==> config.mk <==
export PLATFORM = sky130hd
export DESIGN_NAME = mqmb_front
export DESIGN_NICKNAME = d
export VERILOG_FILES = /design/src/sv/multi_queue_message_mailbox_unit_defines.svh /design/src/sv/mqmb_pkg.sv /design/src/sv/mqmb_front.sv
export SDC_FILE = /design/constraint.sdc
export NUM_CORES = 1
export LEC_CHECK = 0
export BUFFER_PORTS_ARGS = -buffer_cell sky130_fd_sc_hd__buf_2
export CAP_MARGIN = 20
export CORE_MARGIN = 4
export CORE_UTILIZATION = 47
export CTS_CLUSTER_DIAMETER = 40
export DETAILED_ROUTE_END_ITERATION = 10
export PLACE_DENSITY_LB_ADDON = 0.05
export REMOVE_ABC_BUFFERS = 1
export SLEW_MARGIN = 20
export SYNTH_ARGS = -nofsm -noshare
export SYNTH_HDL_FRONTEND = slang
export SYNTH_SLANG_ARGS = --single-unit
==> constraint.sdc <==
create_clock -name clock -period 3.4 [get_ports clock]
set_clock_uncertainty 0.1 [all_clocks]
set_input_delay 0.17 -clock clock [delete_from_list [all_inputs] [get_ports clock]]
set_output_delay 0.17 -clock clock [all_outputs]
set_load 0.02 [all_outputs]
==> src/sv/multi_queue_message_mailbox_unit_defines.svh <==
// Assertion macros for the message mailbox.
// Included by the modules that carry concurrent checks; needs nothing else.
`ifndef MULTI_QUEUE_MESSAGE_MAILBOX_UNIT_DEFINES_SVH
`define MULTI_QUEUE_MESSAGE_MAILBOX_UNIT_DEFINES_SVH

// Same-cycle implication, disabled while reset is high.
`define MQMB_ASSERT_NOW(label, clk, rst, ante, cons) \
   label: assert property (@(posedge clk) disable iff (rst) (ante) |-> (cons)) \
      else $error("mailbox check failed: same-cycle implication");

// Next-cycle implication, disabled while reset is high.
`define MQMB_ASSERT_NEXT(label, clk, rst, ante, cons) \
   label: assert property (@(posedge clk) disable iff (rst) (ante) |=> (cons)) \
      else $error("mailbox check failed: next-cycle implication");

`endif

==> src/sv/mqmb_pkg.sv <==
// Shared types and codes of the message mailbox.
// Used by the front end, the back end and the top level; depends on nothing.
package mqmb_pkg;

   typedef enum logic [1:0] {
      ACT_CREATE  = 2'd0,
      ACT_SEND    = 2'd1,
      ACT_RECV    = 2'd2,
      ACT_DESTROY = 2'd3
   } action_type;

   typedef enum logic [1:0] {
      ST_OK      = 2'd0,
      ST_INVALID = 2'd1,
      ST_FULL    = 2'd2,
      ST_EMPTY   = 2'd3
   } status_type;

   // Depth of the command queue between front and back end.
   localparam int FQ_DEPTH = 2;

   // Classified command: length already saturated, payload already masked.
   typedef struct packed {
      action_type  action;
      logic [3:0]  queue_select;
      logic [63:0] payload;
      logic [3:0]  length;
      logic [15:0] sender;
   } cmd_type;

   typedef struct packed {
      status_type  status;
      logic [2:0]  created_queue;
      logic [63:0] data_out;
      logic [3:0]  length_out;
      logic [15:0] sender_out;
      logic [3:0]  active_queues;
   } rsp_type;

endpackage

==> src/sv/mqmb_front.sv <==
// Front end of the mailbox: takes request transfers, saturates the length,
// masks the payload and holds the commands in a short queue. Uses mqmb_pkg.
module mqmb_front
   import mqmb_pkg::*;
#(
   parameter int MSG_BYTES = 8
) (
   input  logic        clock,
   input  logic        reset,
   input  logic        req_valid,
   output logic        req_stall,
   input  logic [1:0]  req_action,
   input  logic [3:0]  req_queue_select,
   input  logic [63:0] req_payload,
   input  logic [7:0]  req_msg_length,
   input  logic [15:0] req_sender_id,
   output logic        cmd_valid,
   output cmd_type     cmd,
   input  logic        cmd_pop
);

   localparam int FQ_PTR_W = $clog2(FQ_DEPTH);
   localparam int FQ_CNT_W = $clog2(FQ_DEPTH + 1);

   cmd_type                fq_ff [FQ_DEPTH];
   cmd_type                fq_entry_in;
   logic [FQ_PTR_W-1:0]    fq_wr_ptr_ff, fq_wr_ptr_in;
   logic [FQ_PTR_W-1:0]    fq_rd_ptr_ff, fq_rd_ptr_in;
   logic [FQ_CNT_W-1:0]    fq_cnt_ff, fq_cnt_in;
   logic [3:0]             len_sat;
   logic                   push;

   // Saturate the length and clear bytes at or beyond it.
   always_comb begin
      if (req_msg_length > 8'(MSG_BYTES)) begin
         len_sat = 4'(MSG_BYTES);
      end else begin
         len_sat = req_msg_length[3:0];
      end
      fq_entry_in.action       = action_type'(req_action);
      fq_entry_in.queue_select = req_queue_select;
      fq_entry_in.length       = len_sat;
      fq_entry_in.sender       = req_sender_id;
      for (int b = 0; b < 8; b++) begin
         fq_entry_in.payload[b*8 +: 8] = (4'(b) < len_sat) ? req_payload[b*8 +: 8] : 8'h00;
      end
   end

   assign req_stall = (fq_cnt_ff == FQ_CNT_W'(FQ_DEPTH));
   assign push      = req_valid && !req_stall;
   assign cmd_valid = (fq_cnt_ff != '0);
   assign cmd       = fq_ff[fq_rd_ptr_ff];

   always_comb begin
      fq_wr_ptr_in = fq_wr_ptr_ff;
      fq_rd_ptr_in = fq_rd_ptr_ff;
      fq_cnt_in    = fq_cnt_ff;
      if (push) begin
         fq_wr_ptr_in = (fq_wr_ptr_ff == FQ_PTR_W'(FQ_DEPTH - 1)) ? '0 : fq_wr_ptr_ff + 1'b1;
      end
      if (cmd_pop) begin
         fq_rd_ptr_in = (fq_rd_ptr_ff == FQ_PTR_W'(FQ_DEPTH - 1)) ? '0 : fq_rd_ptr_ff + 1'b1;
      end
      if (push && !cmd_pop) begin
         fq_cnt_in = fq_cnt_ff + 1'b1;
      end else if (!push && cmd_pop) begin
         fq_cnt_in = fq_cnt_ff - 1'b1;
      end
   end

   always_ff @(posedge clock) begin
      if (reset) begin
         fq_wr_ptr_ff <= '0;
         fq_rd_ptr_ff <= '0;
         fq_cnt_ff    <= '0;
      end else begin
         fq_wr_ptr_ff <= fq_wr_ptr_in;
         fq_rd_ptr_ff <= fq_rd_ptr_in;
         fq_cnt_ff    <= fq_cnt_in;
      end
   end

   always_ff @(posedge clock) begin
      if (push) begin
         fq_ff[fq_wr_ptr_ff] <= fq_entry_in;
      end
   end

endmodule

* Word-level counts from Yosys, hierarchy flattened
Memory sizes are Yosys's and may differ from the RTL's. A register that Yosys moved wholly into a read port is not among the register bits. Index checks and enable logic that the tools add are counted.
Operators by class: add/subtract/negate cells 4, $mul 0, divide/modulo/power cells 0, order comparisons 9, eq/ne operators 1, shifts and indexed selects 0, mux-type cells 17, bitwise gates (word level) 0, reduce and logical (&&, ||, !) cells 8
Operators with widths (number):
- 8-bit 2-to-1 mux | 8
- 3-bit by 4-bit less-than comparator with 1-bit output, first input constant | 4
- 8-bit by 4-bit > comparator with 1-bit output, second input constant | 1
- 1-bit by 4-bit less-than comparator with 1-bit output, first input constant | 2
- 2-bit by 4-bit less-than comparator with 1-bit output, first input constant | 2
- 1-bit 2-to-1 mux | 6
- 2-bit 2-to-1 mux | 2
- 4-bit 2-to-1 mux | 1
- 2-bit nonzero test | 2
- 1-bit logical AND | 3
- 1-bit logical NOT | 3
- 1-bit adder, second input constant | 2
- 2-bit by 1-bit adder with 2-bit output, second input constant | 1
- 2-bit == test, second input constant | 1
- 2-bit by 1-bit subtractor with 2-bit output, second input constant | 1
Word-level totals: bits in registers 4, bits in latches 0, bits in writable memories 180, bits in read-only memories 0, input bits 98, output and inout bits 92, memories 1
Memories:
- fq_ff | depth 2, bits a word 90, read ports 1, clocked after Yosys merged registers in 1, wr ports 1, RTL line mqmb_front.sv:25 | cmd_type fq_ff [FQ_DEPTH];

* Depth between registers and ports, before layout
Gate-level depths: netlist of the first run.
word-level depth 7, mapped depth 6, gate-level depth less buffers 6

* Worst setup path before layout of the first run
No wires, ideal clock.
path kind register to register, start register fq_cnt_ff[1], end memory fq_ff[1][0] (netlist name), enable pin, data arrival time 2.764 ns, data required time 2.841 ns, slack 0.077 ns, cell stages (with the launch flop) 4, buffers on the path 0, period minus slack after synthesis 3.323 ns, cells stage by stage dfxtp_1 -> nor2b_1 -> nor2_1 -> and2_1
Between the ends: longest elaborated chain between the ends 5
Ends and longest elaborated chain:
- from (decl) | RTL line mqmb_front.sv:29 | logic [FQ_CNT_W-1:0] fq_cnt_ff, fq_cnt_in;
- from (signal assigned) | RTL line mqmb_front.sv:79 | fq_cnt_ff <= fq_cnt_in;
- 2-bit == test | RTL line mqmb_front.sv:49 | assign req_stall = (fq_cnt_ff == FQ_CNT_W'(FQ_DEPTH));
- named net req_stall | RTL line mqmb_front.sv:11 | output logic req_stall,
- 1-bit logical NOT | RTL line mqmb_front.sv:50 | assign push = req_valid && !req_stall;
- 1-bit logical AND | RTL line mqmb_front.sv:50
- named net push | RTL line mqmb_front.sv:31 | logic push;
- 1-bit 2-to-1 mux | RTL line mqmb_front.sv:84 | if (push) begin
- 1-bit 2-to-1 mux (implied by the code) | RTL line mqmb_front.sv:85 | fq_ff[fq_wr_ptr_ff] <= fq_entry_in;
- to (decl) | RTL line mqmb_front.sv:25
The timed path passes the listed nets, and every way through them passes these cells.

==> results of run 1 <==
state kept, by name, indices dropped and copies added (netlist names), named ones only:
signal	flops
fq_wr_ptr_ff	1
fq_cnt_ff	2
fq_rd_ptr_ff	1
fq_ff	180
area by class of cell:
type                            instances  share of cell area [%]
Clock inverter                         10                    1.06
Inverter                                5                   0.218
Timing Repair Buffer                  270                    18.3
Sequential cell                       185                    56.5
Clock buffer                           22                    4.66
Multi-Input combinational cell        187                    16.9
Tap cell                              188                    2.41
path summary, 6_finish.rpt:
check | endpoint | slack (ns)
min | fq_ff[1][69] | 0.01
min reg2reg | fq_wr_ptr_ff | 0.40
max reg2reg | fq_ff[0][14] | 1.27
max | cmd[60] | 1.17
placed cells by master, fill, tap and decap left out, types with 3 or more instances in the layout:
cell type	instances
buf_2	189
edfxtp_1	180
mux2_2	90
dlygate4sd3_1	77
nor2b_1	40
and2_1	24
clkbuf_16	17
nor2_1	5
clkinv_2	5
inv_1	4
clkbuf_1	4
dfxtp_1	4
and3_1	3
o21ai_0	3
a21oi_1	3
or3_1	3
buf_12	3
per-stage QoR:
stage / util (%) / hold slack [ns] / area (sq um)
floorplan: - / 0.139 / 7170
global route: 64.4 / 0.0126 / 9760
finish: 64.4 / 0.0149 / 9760
detailed placement: 55.6 / 0.266 / 8430
global placement: 55.6 / 0.259 / 8430
CTS: 64.4 / 0.00527 / 9760
worst reg2reg max path, delay by kind of cell (launching register included):
kind                   cells  cell delay, ns
AND/OR/NAND/NOR            2            0.48
buffers and inverters      2            0.85
flip-flops                 1            0.39
power groups by stage:
stage | Sequential [mW] | Combinational, mW | Clock (mW)
finish | 2.82 | 0.978 | 1.87
global route | 2.84 | 1.06 | 2.01
CTS | 2.82 | 0.992 | 1.91
detailed placement | 2.87 | 0.918 | 0
global placement | 2.86 | 0.910 | 0
floorplan | 2.89 | 0.566 | 0
timing repair:
| item | 4_1_cts | 5_1_grt |
|---|---|---|
| endpoints found under the hold margin | 153 | 0 |
| resized for setup | 0 | 0 |
| endpoints found under the setup margin | 0 | 0 |
| hold buffers | 77 | 0 |
cells in the mapped netlist (all sizes together):
cell | count | area share, %
nand3 | 2 | 0.14
and2 | 25 | 2.2
o21ai | 3 | 0.21
nor3 | 2 | 0.28
a211oi | 1 | 0.17
and3 | 3 | 0.26
a311oi | 1 | 0.21
or4 | 2 | 0.31
mux2 | 90 | 14
or3 | 3 | 0.26
ha | 1 | 0.17
a21oi | 3 | 0.21
xnor2 | 1 | 0.12
nor2b | 40 | 3.5
nor4 | 1 | 0.087
or2 | 1 | 0.087
clkbuf | 10 | 0.52
nor2 | 5 | 0.26
inv | 5 | 0.26
and2b | 1 | 0.10
xor2 | 2 | 0.24
dfxtp | 5 | 1.4
buf | 1 | 0.16
edfxtp | 180 | 75
logic make-up (layout without fill, tap and decap cells):
kind of cell / count (synthesis) / in the layout
fa+ha+maj: 1 / 1
mux: 90 / 90
compound gates: 8 / 8
simple gates: 85 / 85
xor+xnor: 3 / 3
flops: 185 / 185
buf+inv: 16 / 307
per-layer routing:
layer	track usage (%)	share of wire (%)	vias to the layer above
li1	-	-	2025
met1	19.7	41	2060
met2	30.6	52	127
met3	5.31	6.0	16
met4	5.95	1.4	0
met5	0	0	-
==> reports/results.txt, run 1 <==
Hold Crit Start: req_payload[49]
Clk root buf: clkbuf_16
VDD IR max: 0.349 mV
Port Buf Inserts: 189
Xor/xnor share of the synthesized area: 0.364%
Die area: 17400 sq um
Reg power frac: 49.8%
Yosys cell types: 24
Power Total: 5.67 mW
First drt pass iteration count: 4
Sw power: 1.40 mW
# diodes: 0
Synth Register Bits: 185
Sw Share: 24.6%
Total Neg Setup Slack: 0 ns
Largest net degree at the start of global routing: 75
Setup Fix Bufs, Post-CTS: 0
Total grt overflow: 0
Final setup viols: 0
Synthesized instance count: 388
Count of cells along the worst register-to-register path: 4
R2r startpoint: fq_cnt_ff[0]
Vias in the first global route: 4687
Layout fillers: 1116
Post-route insts no fill: 867
CTS tree: done
Max Clk Rate: 0.449 GHz
Core area: 15100 sq um
Register area: 5510 sq um
RePlAce Congestion: 0.716
Clk Latency, worst-skew pair: 0.42 ns
Vias: 4228
Internal power: 4.27 mW
Mux contribution to synthesized area: 14.0%
Die Y: 132 microns
Seq/Total Area, Yosys: 76.3%
Drt via density: 4.88
Actual slew at the worst max-slew pin: 0.814 ns
GRT Resource Usage Total: 17.2%
DR iter-0 viols: 197
Final hold violation count: 0
HPWL Detailed: 9.20 mm
Crit path largest cell delay: 0.50 ns
Slowest CP cell: dfxtp_4
Avg Inst Size Synth: 18.6 sq um
Initial antenna violation count: 0
CP required: 3.13 ns
Clock buffer depth: 2
Htree depth: 4
Hold Path Class: input port to flip-flop
Crit-path cells: buf_12, mux2_2, buf_2
Post-DR wirelength/cell: 16.9 microns
Die span in x: 132 microns
Maxcap violations: 0
DRT antenna net count: 0
I/O pin count: 190
Area growth from synthesis to layout: 35.2%
Dpl ws: 1.25 ns
DRT Wirelength: 14.7 mm
Static leakage: 3.70 nW
CP Depth: 3
Syn Std Cell Area: 7220 sq um
Starting density of the core: 47.7%
RSZ-0062 raised after global routing: false
First-pass GRT wire length: 23.2 mm
Synth Area in Compound Gates: 0.797%
Synthesis Warnings: 0
Comb power frac: 17.3%
CP Class: flip-flop to primary output
CTS Buf Count: 17
Share of cells above drive strength 1: 47.1%
Max-slew headroom: 45.2%
Slew Viols, Final: 0
TritonCTS sink count: 185
Status: completed
Startpoint types: flip-flop
Fin worst setup slack: 1.17 ns
Crit Path Max Fanout: 74
Pwr dens: 581 nW/um^2
Hold depth: 2
Largest family of logic cells by synthesized area: multiplexers
Row cnt: 45
Buffers and inverters on the worst path: 2
Clk pwr share: 32.9%
Critical Path AT: 1.96 ns
Clk slew on worst S/H paths: 0.06 ns
Tmin final: 2.23 ns
Part of the cycle the worst path needs: 65.5%
Placed insts: 758
Setup crit end kind: primary output
Multi-input logic area: 1650 sq um
Post-Synth Adder-Cell Area: 0.173%
CP top delay family: buffers and inverters
Final nets: 765
DR DRC count: 0
Simple logic cell fraction of the synthesized area: 7.42%
Note: power is estimated with default switching activity, not from simulation.
==> inputs of run 2 (changes only) <==
ABC_AREA = 1   (was unset)
CORE_UTILIZATION = 53   (was 47)
clock period = 2.3 ns   (was 3.4 ns; I/O delays follow)
==> reports/results.txt, run 2 <==
Status: completed
Total Neg Setup Slack: 0 ns (unchanged)
Share of cells above drive strength 1: 42.4% (-4.7 points)
First drt pass iteration count: 4 (unchanged)
Row cnt: 43 (-4.4%)
Post-synth ARST share: 0% (unchanged)
Die area: 16000 sq um (-8.0%)
Post-synth top cells: edfxtp_1 (180), mux2_2 (90), inv_1 (77)
Post-synth top area cell: edfxtp_1
Total grt overflow: 0 (unchanged)
Htree depth: 4 (unchanged)
Avg Inst Size Synth: 15.9 sq um (-14%)
Yosys cell types: 22 (-8.3%)
TritonCTS sink count: 185 (unchanged)
Reg with most FFs: fq_ff
Power Total: 8.36 mW (+48%)
HPWL Detailed: 8.78 mm (-4.5%)
Slew Viols, Final: 0 (unchanged)
Final hold violation count: 0 (unchanged)
Tmin final: 2.06 ns
CP Class: flip-flop to primary output
Area growth from synthesis to layout: 35.5%
Max Clk Rate: 0.486 GHz
Synthesized instance count: 467 (+20%)
Core area: 13800 sq um (-8.7%)
Setup crit end kind: primary output
Port Buf Inserts: 189 (unchanged)
Clk slew on worst S/H paths: 0.06 ns (about the same)
Actual slew at the worst max-slew pin: 0.565 ns (-0.249 ns)
Synth top area share: 72.6% (-2.3 points)
DRT Wirelength: 14.5 mm (-1.2%)
Die span in x: 127 microns (-4.1%)
CTS tree: done
Commonest non-fill, non-tap cell in the layout: buf_2
Clock buffer depth: 2 (unchanged)
Synth Register Bits: 185 (unchanged)
Post-synth EDFFs: 180 (unchanged)
Vias: 4497 (+6.4%)
Drt via density: 4.73 (-3.0%)
Static leakage: 4.14 nW (+12%)
DR iter-0 viols: 192 (-2.5%)
Synth top area cells: edfxtp_1 (73%), mux2_2 (14%), inv_1 (3.9%), nor2_1 (3.4%), buf_6 (1.5%)
Count of cells along the worst register-to-register path: 6 (+2)
Maxcap violations: 0 (unchanged)
Post-DR wirelength/cell: 15.3 microns (-9.9%)
Synthesis Warnings: 0 (unchanged)
Final nets: 857 (+12%)
Synth Flop Type: edfxtp_1
VDD IR max: 0.534 mV (+53%)
RePlAce Congestion: 0.705 (-1.6%)
# diodes: 0 (unchanged)
Part of the cycle the worst path needs: 89.4%
Hold depth: 5 (+3)
Clk root buf: clkbuf_16
Vias in the first global route: 4795 (+2.3%)
RSZ-0062 raised after global routing: false
Final setup viols: 0 (unchanged)
First-pass GRT wire length: 22.7 mm (-2.0%)
CP required: 2.09 ns (-1.04 ns)
DRT antenna net count: 0 (unchanged)
Commonest non-fill, non-tap cells in the layout: buf_2 (189), edfxtp_1 (180), mux2_2 (90)
Seq/Total Area, Yosys: 73.9% (-2.3 points)
I/O pin count: 190 (unchanged)
Starting density of the core: 53.9% (+6.2 points)
Largest net degree at the start of global routing: 91 (+21%)
GRT Resource Usage Total: 18.6% (+1.4 points)
Max FFs per register: 180 (unchanged)
DR DRC count: 0 (unchanged)
Hold Path Class: input port to flip-flop
Critical Path AT: 1.84 ns (-0.12 ns)
Crit Path Max Fanout: 90 (+22%)
Initial antenna violation count: 0 (unchanged)
Die Y: 127 microns (-4.1%)
Max-slew headroom: 62.3% (+17 points)
Clk Latency, worst-skew pair: 0.42 ns (about the same)
Most common cell in the netlist: edfxtp_1
Syn Std Cell Area: 7450 sq um (+3.2%)
Top Registers: fq_ff x180, fq_cnt_ff x2
CTS Buf Count: 17 (unchanged)
Startpoint types: flip-flop
Pwr dens: 829 nW/um^2 (+43%)
-- run 2: routing by layer --
layer | GRT usage, % | part of all wire, %
met2 | 32.3 | 51
met3 | 6.74 | 7.4
met1 | 20.6 | 39
met5 | 0 | 0
met4 | 8.26 | 2.5
-- run 2: layout make-up --
| type | instances | area [sq um] |
|---|---|---|
| sequential | 185 | 5510 |
| fill | 935 | 3740 |
| timing repair buffer | 283 | 1910 |
| multi-input combinational | 193 | 1540 |
| clock buffer | 23 | 458 |
| inverter | 78 | 293 |
| tap | 180 | 225 |
| clock inverter | 9 | 148 |
-- run 2: logic make-up after synthesis --
kind of cell | synth area share [%]
AO/OA/AOI/OAI | 0.538
XOR/XNOR | 0.118
adder cells (fa/ha/maj) | 0.168
buffers and inverters | 5.54
flip-flops | 73.9
multiplexers | 13.6
AND/OR/NAND/NOR | 6.10
-- run 2: where the power goes --
part	switching (mW)	internal [mW]
clock	1.10	1.84
sequential	0.0579	4.02
combinational	0.779	0.566
-- run 2: per-stage QoR --
stage               instance area (sq um)  setup WS, ns  std cells  util, %  hold WS [ns]
detailed placement                   8590         0.575        830     62.1         0.206
CTS                                 10100         0.273        951     73.0     0.0000291
finish                              10100         0.243        951     73.0        0.0265
floorplan                            7330         -2.84        456        -        0.0874
global route                        10100         0.211        951     73.0        0.0295
global placement                     8590         0.637        830     62.1         0.201
-- run 2: worst max-delay path, stage by stage, from the launching register on --
cell	delay, ns
dfxtp_4	0.35
buf_12	0.35
mux2_2	0.42
buf_2	0.17
-- run 2: path summary, 6_finish.rpt --
path / start / endpoint / slack, ns
worst max register to register: fq_cnt_ff[1] / fq_ff[1][7] / 0.54
worst max-delay path: flip-flop / cmd[81] / 0.24
worst min register to register: fq_rd_ptr_ff / fq_rd_ptr_ff / 0.41
worst min-delay path: req_valid / fq_wr_ptr_ff / 0.03
-- run 2: repair_timing --
action                                 CTS  global route
endpoints found under the hold margin  177             0
hold buffers                            89             0
gates resized for setup                  0             0
buffers inserted                         0             0
==> inputs of run 3 (changes only) <==
CORE_ASPECT_RATIO = 0.8   (was unset)
CORE_UTILIZATION = 35   (was 53)
PLACE_DENSITY = 0.65   (was unset)
PLACE_DENSITY_LB_ADDON = unset   (was 0.05)
==> reports/results.txt, run 3 (synthesis results as in run 2) <==
CTS tree: done
Slowest CP cell: mux2_2
Max FFs per register: 180 (unchanged)
Crit-path cells: buf_12, mux2_2, buf_2
Max Clk Rate: 0.491 GHz (+1.1%)
RSZ-0062 raised after global routing: false
Setup crit end kind: primary output
Tmin final: 2.04 ns (-0.0219 ns)
DRT antenna net count: 0 (unchanged)
Hold Path Class: input port to flip-flop
First-pass GRT wire length: 24.9 mm (+9.4%)
Commonest non-fill, non-tap cells in the layout: buf_2 (189), edfxtp_1 (180), mux2_2 (90), dlygate4sd3_1 (90), inv_1 (77)
Post-route insts no fill: 1042 (+9.6%)
Clock buffer depth: 2 (unchanged)
Startpoint types: flip-flop
Critical Path AT: 1.82 ns (-0.02 ns)
First drt pass iteration count: 4 (unchanged)
Sw power: 2.19 mW (+13%)
CTS-repair resized insts: 0 (unchanged)
Row cnt: 47 (+9.3%)
Clk pwr share: 34.6% (-0.5 points)
Clk slew on worst S/H paths: 0.07 ns (about the same)
Pwr dens: 814 nW/um^2 (-1.8%)
Part of the cycle the worst path needs: 88.5% (-0.95 points)
Total grt overflow: 0 (unchanged)
CTS Buf Count: 17 (unchanged)
Largest net degree at the start of global routing: 91 (unchanged)
Core area: 20800 sq um (+51%)
Final setup viols: 0 (unchanged)
Die Y: 138 microns (+9.4%)
Finished Cell Area: 10200 sq um (+1.3%)
Reg with most FFs: fq_ff
Initial antenna violation count: 4 (+4)
Port Buf Inserts: 189 (unchanged)
DRT Wirelength: 15.9 mm (+9.8%)
Placed insts: 919 (+11%)
Starting density of the core: 35.8% (-18 points)
Max-slew headroom: 65.0% (+2.6 points)
Die span in x: 171 microns (+35%)
Crit path largest cell delay: 0.41 ns (about the same)
Fin worst setup slack: 0.265 ns (+0.0219 ns)
DR DRC count: 0 (unchanged)
Final nets: 858 (+0.12%)
Setup Fix Bufs, Post-CTS: 0 (unchanged)
Reg power frac: 48.9% (about the same)
Fin util: 49.1% (-24 points)
HPWL Detailed: 9.79 mm (+12%)
Crit Path Max Fanout: 90 (unchanged)
GRT Resource Usage Total: 13.5% (-5.2 points)
Internal power: 6.13 mW (-4.6%)
Sw Share: 26.3% (+3.2 points)
Final hold violation count: 0 (unchanged)
Status: completed
Comb power frac: 16.5% (+0.4 points)
Clk Latency, worst-skew pair: 0.42 ns (about the same)
VDD IR max: 0.490 mV (-8.2%)
TritonCTS sink count: 185 (unchanged)
Htree depth: 4 (unchanged)
Dpl ws: 0.608 ns (+0.0325 ns)
Clk root buf: clkbuf_16
Commonest non-fill, non-tap cell in the layout: buf_2
Total Neg Setup Slack: 0 ns (unchanged)
CP required: 2.09 ns (about the same)
DR iter-0 viols: 182 (-5.2%)
Post-DR wirelength/cell: 15.3 microns (+0.22%)
RePlAce Congestion: 0.714 (+1.4%)
Area growth from synthesis to layout: 37.2%
CTS Hold Bufs: 90 (+1.1%)
Drt via density: 4.37 (-7.6%)
Share of cells above drive strength 1: 42.9% (+0.46 points)
Vias in the first global route: 4782 (-0.27%)
Cell Area, Placed: 8730 sq um (+1.6%)
Slew Viols, Final: 0 (unchanged)
Vias: 4553 (+1.2%)
Actual slew at the worst max-slew pin: 0.526 ns (-0.0392 ns)
Static leakage: 4.15 nW (about the same)
Die area: 23700 sq um (+48%)
Maxcap violations: 0 (unchanged)
CP Class: flip-flop to primary output
Top Registers: fq_ff x180, fq_cnt_ff x2
I/O pin count: 190 (unchanged)
==> run 3: path summary, 6_finish.rpt <==
check                                        from           end  slack, ns  depth (start not counted)
worst max-delay path                    flip-flop        cmd[1]       0.26                          3
worst min-delay path            req_msg_length[3]  fq_ff[1][17]       0.04                          4
worst max register to register       fq_cnt_ff[1]  fq_ff[1][36]       0.59                          6
worst min register to register       fq_rd_ptr_ff  fq_rd_ptr_ff       0.43                          2
==> run 3: power by group through the flow <==
stage               logic [mW]  registers, mW  clock network, mW
detailed placement        1.26           4.15                  0
finish                    1.37           4.07               2.88
global route              1.49           4.09               3.10
CTS                       1.39           4.07               2.97
global placement          1.25           4.13                  0
floorplan                0.751           4.21                  0
==> run 3: final cells by class <==
type	instances	area (sq um)
Antenna cell	1	2.50
Tap cell	269	337
Fill cell	1789	10600
Clock inverter	15	163
Multi-Input combinational cell	193	1540
Timing Repair Buffer	284	1950
Clock buffer	17	425
Sequential cell	185	5510
Inverter	78	293
==> run 3: per-stage QoR <==
step           power (mW)  hold WS, ns
6_report             8.32       0.0364
5_1_grt              8.68       0.0479
4_1_cts              8.43       0.0176
3_5_place_dp         5.41        0.206
3_3_place_gp         5.39        0.203
2_1_floorplan        4.96       0.0874
==> run 3: layer usage <==
| layer | up-vias | global-route usage [%] | part of all wire, % |
|---|---|---|---|
| met5 | - | 0 | 0.14 |
| met4 | 6 | 4.13 | 1.5 |
| met3 | 23 | 4.54 | 6.2 |
| met2 | 150 | 21.6 | 48 |
| met1 | 2166 | 17.3 | 45 |
| li1 | 2208 | - | - |
==> run 3: worst max-delay path: cells and delay by family (launching register included) <==
family	cells	cell delay [ns]
muxes	1	0.41
DFF	1	0.35
buffers and inverters	2	0.56
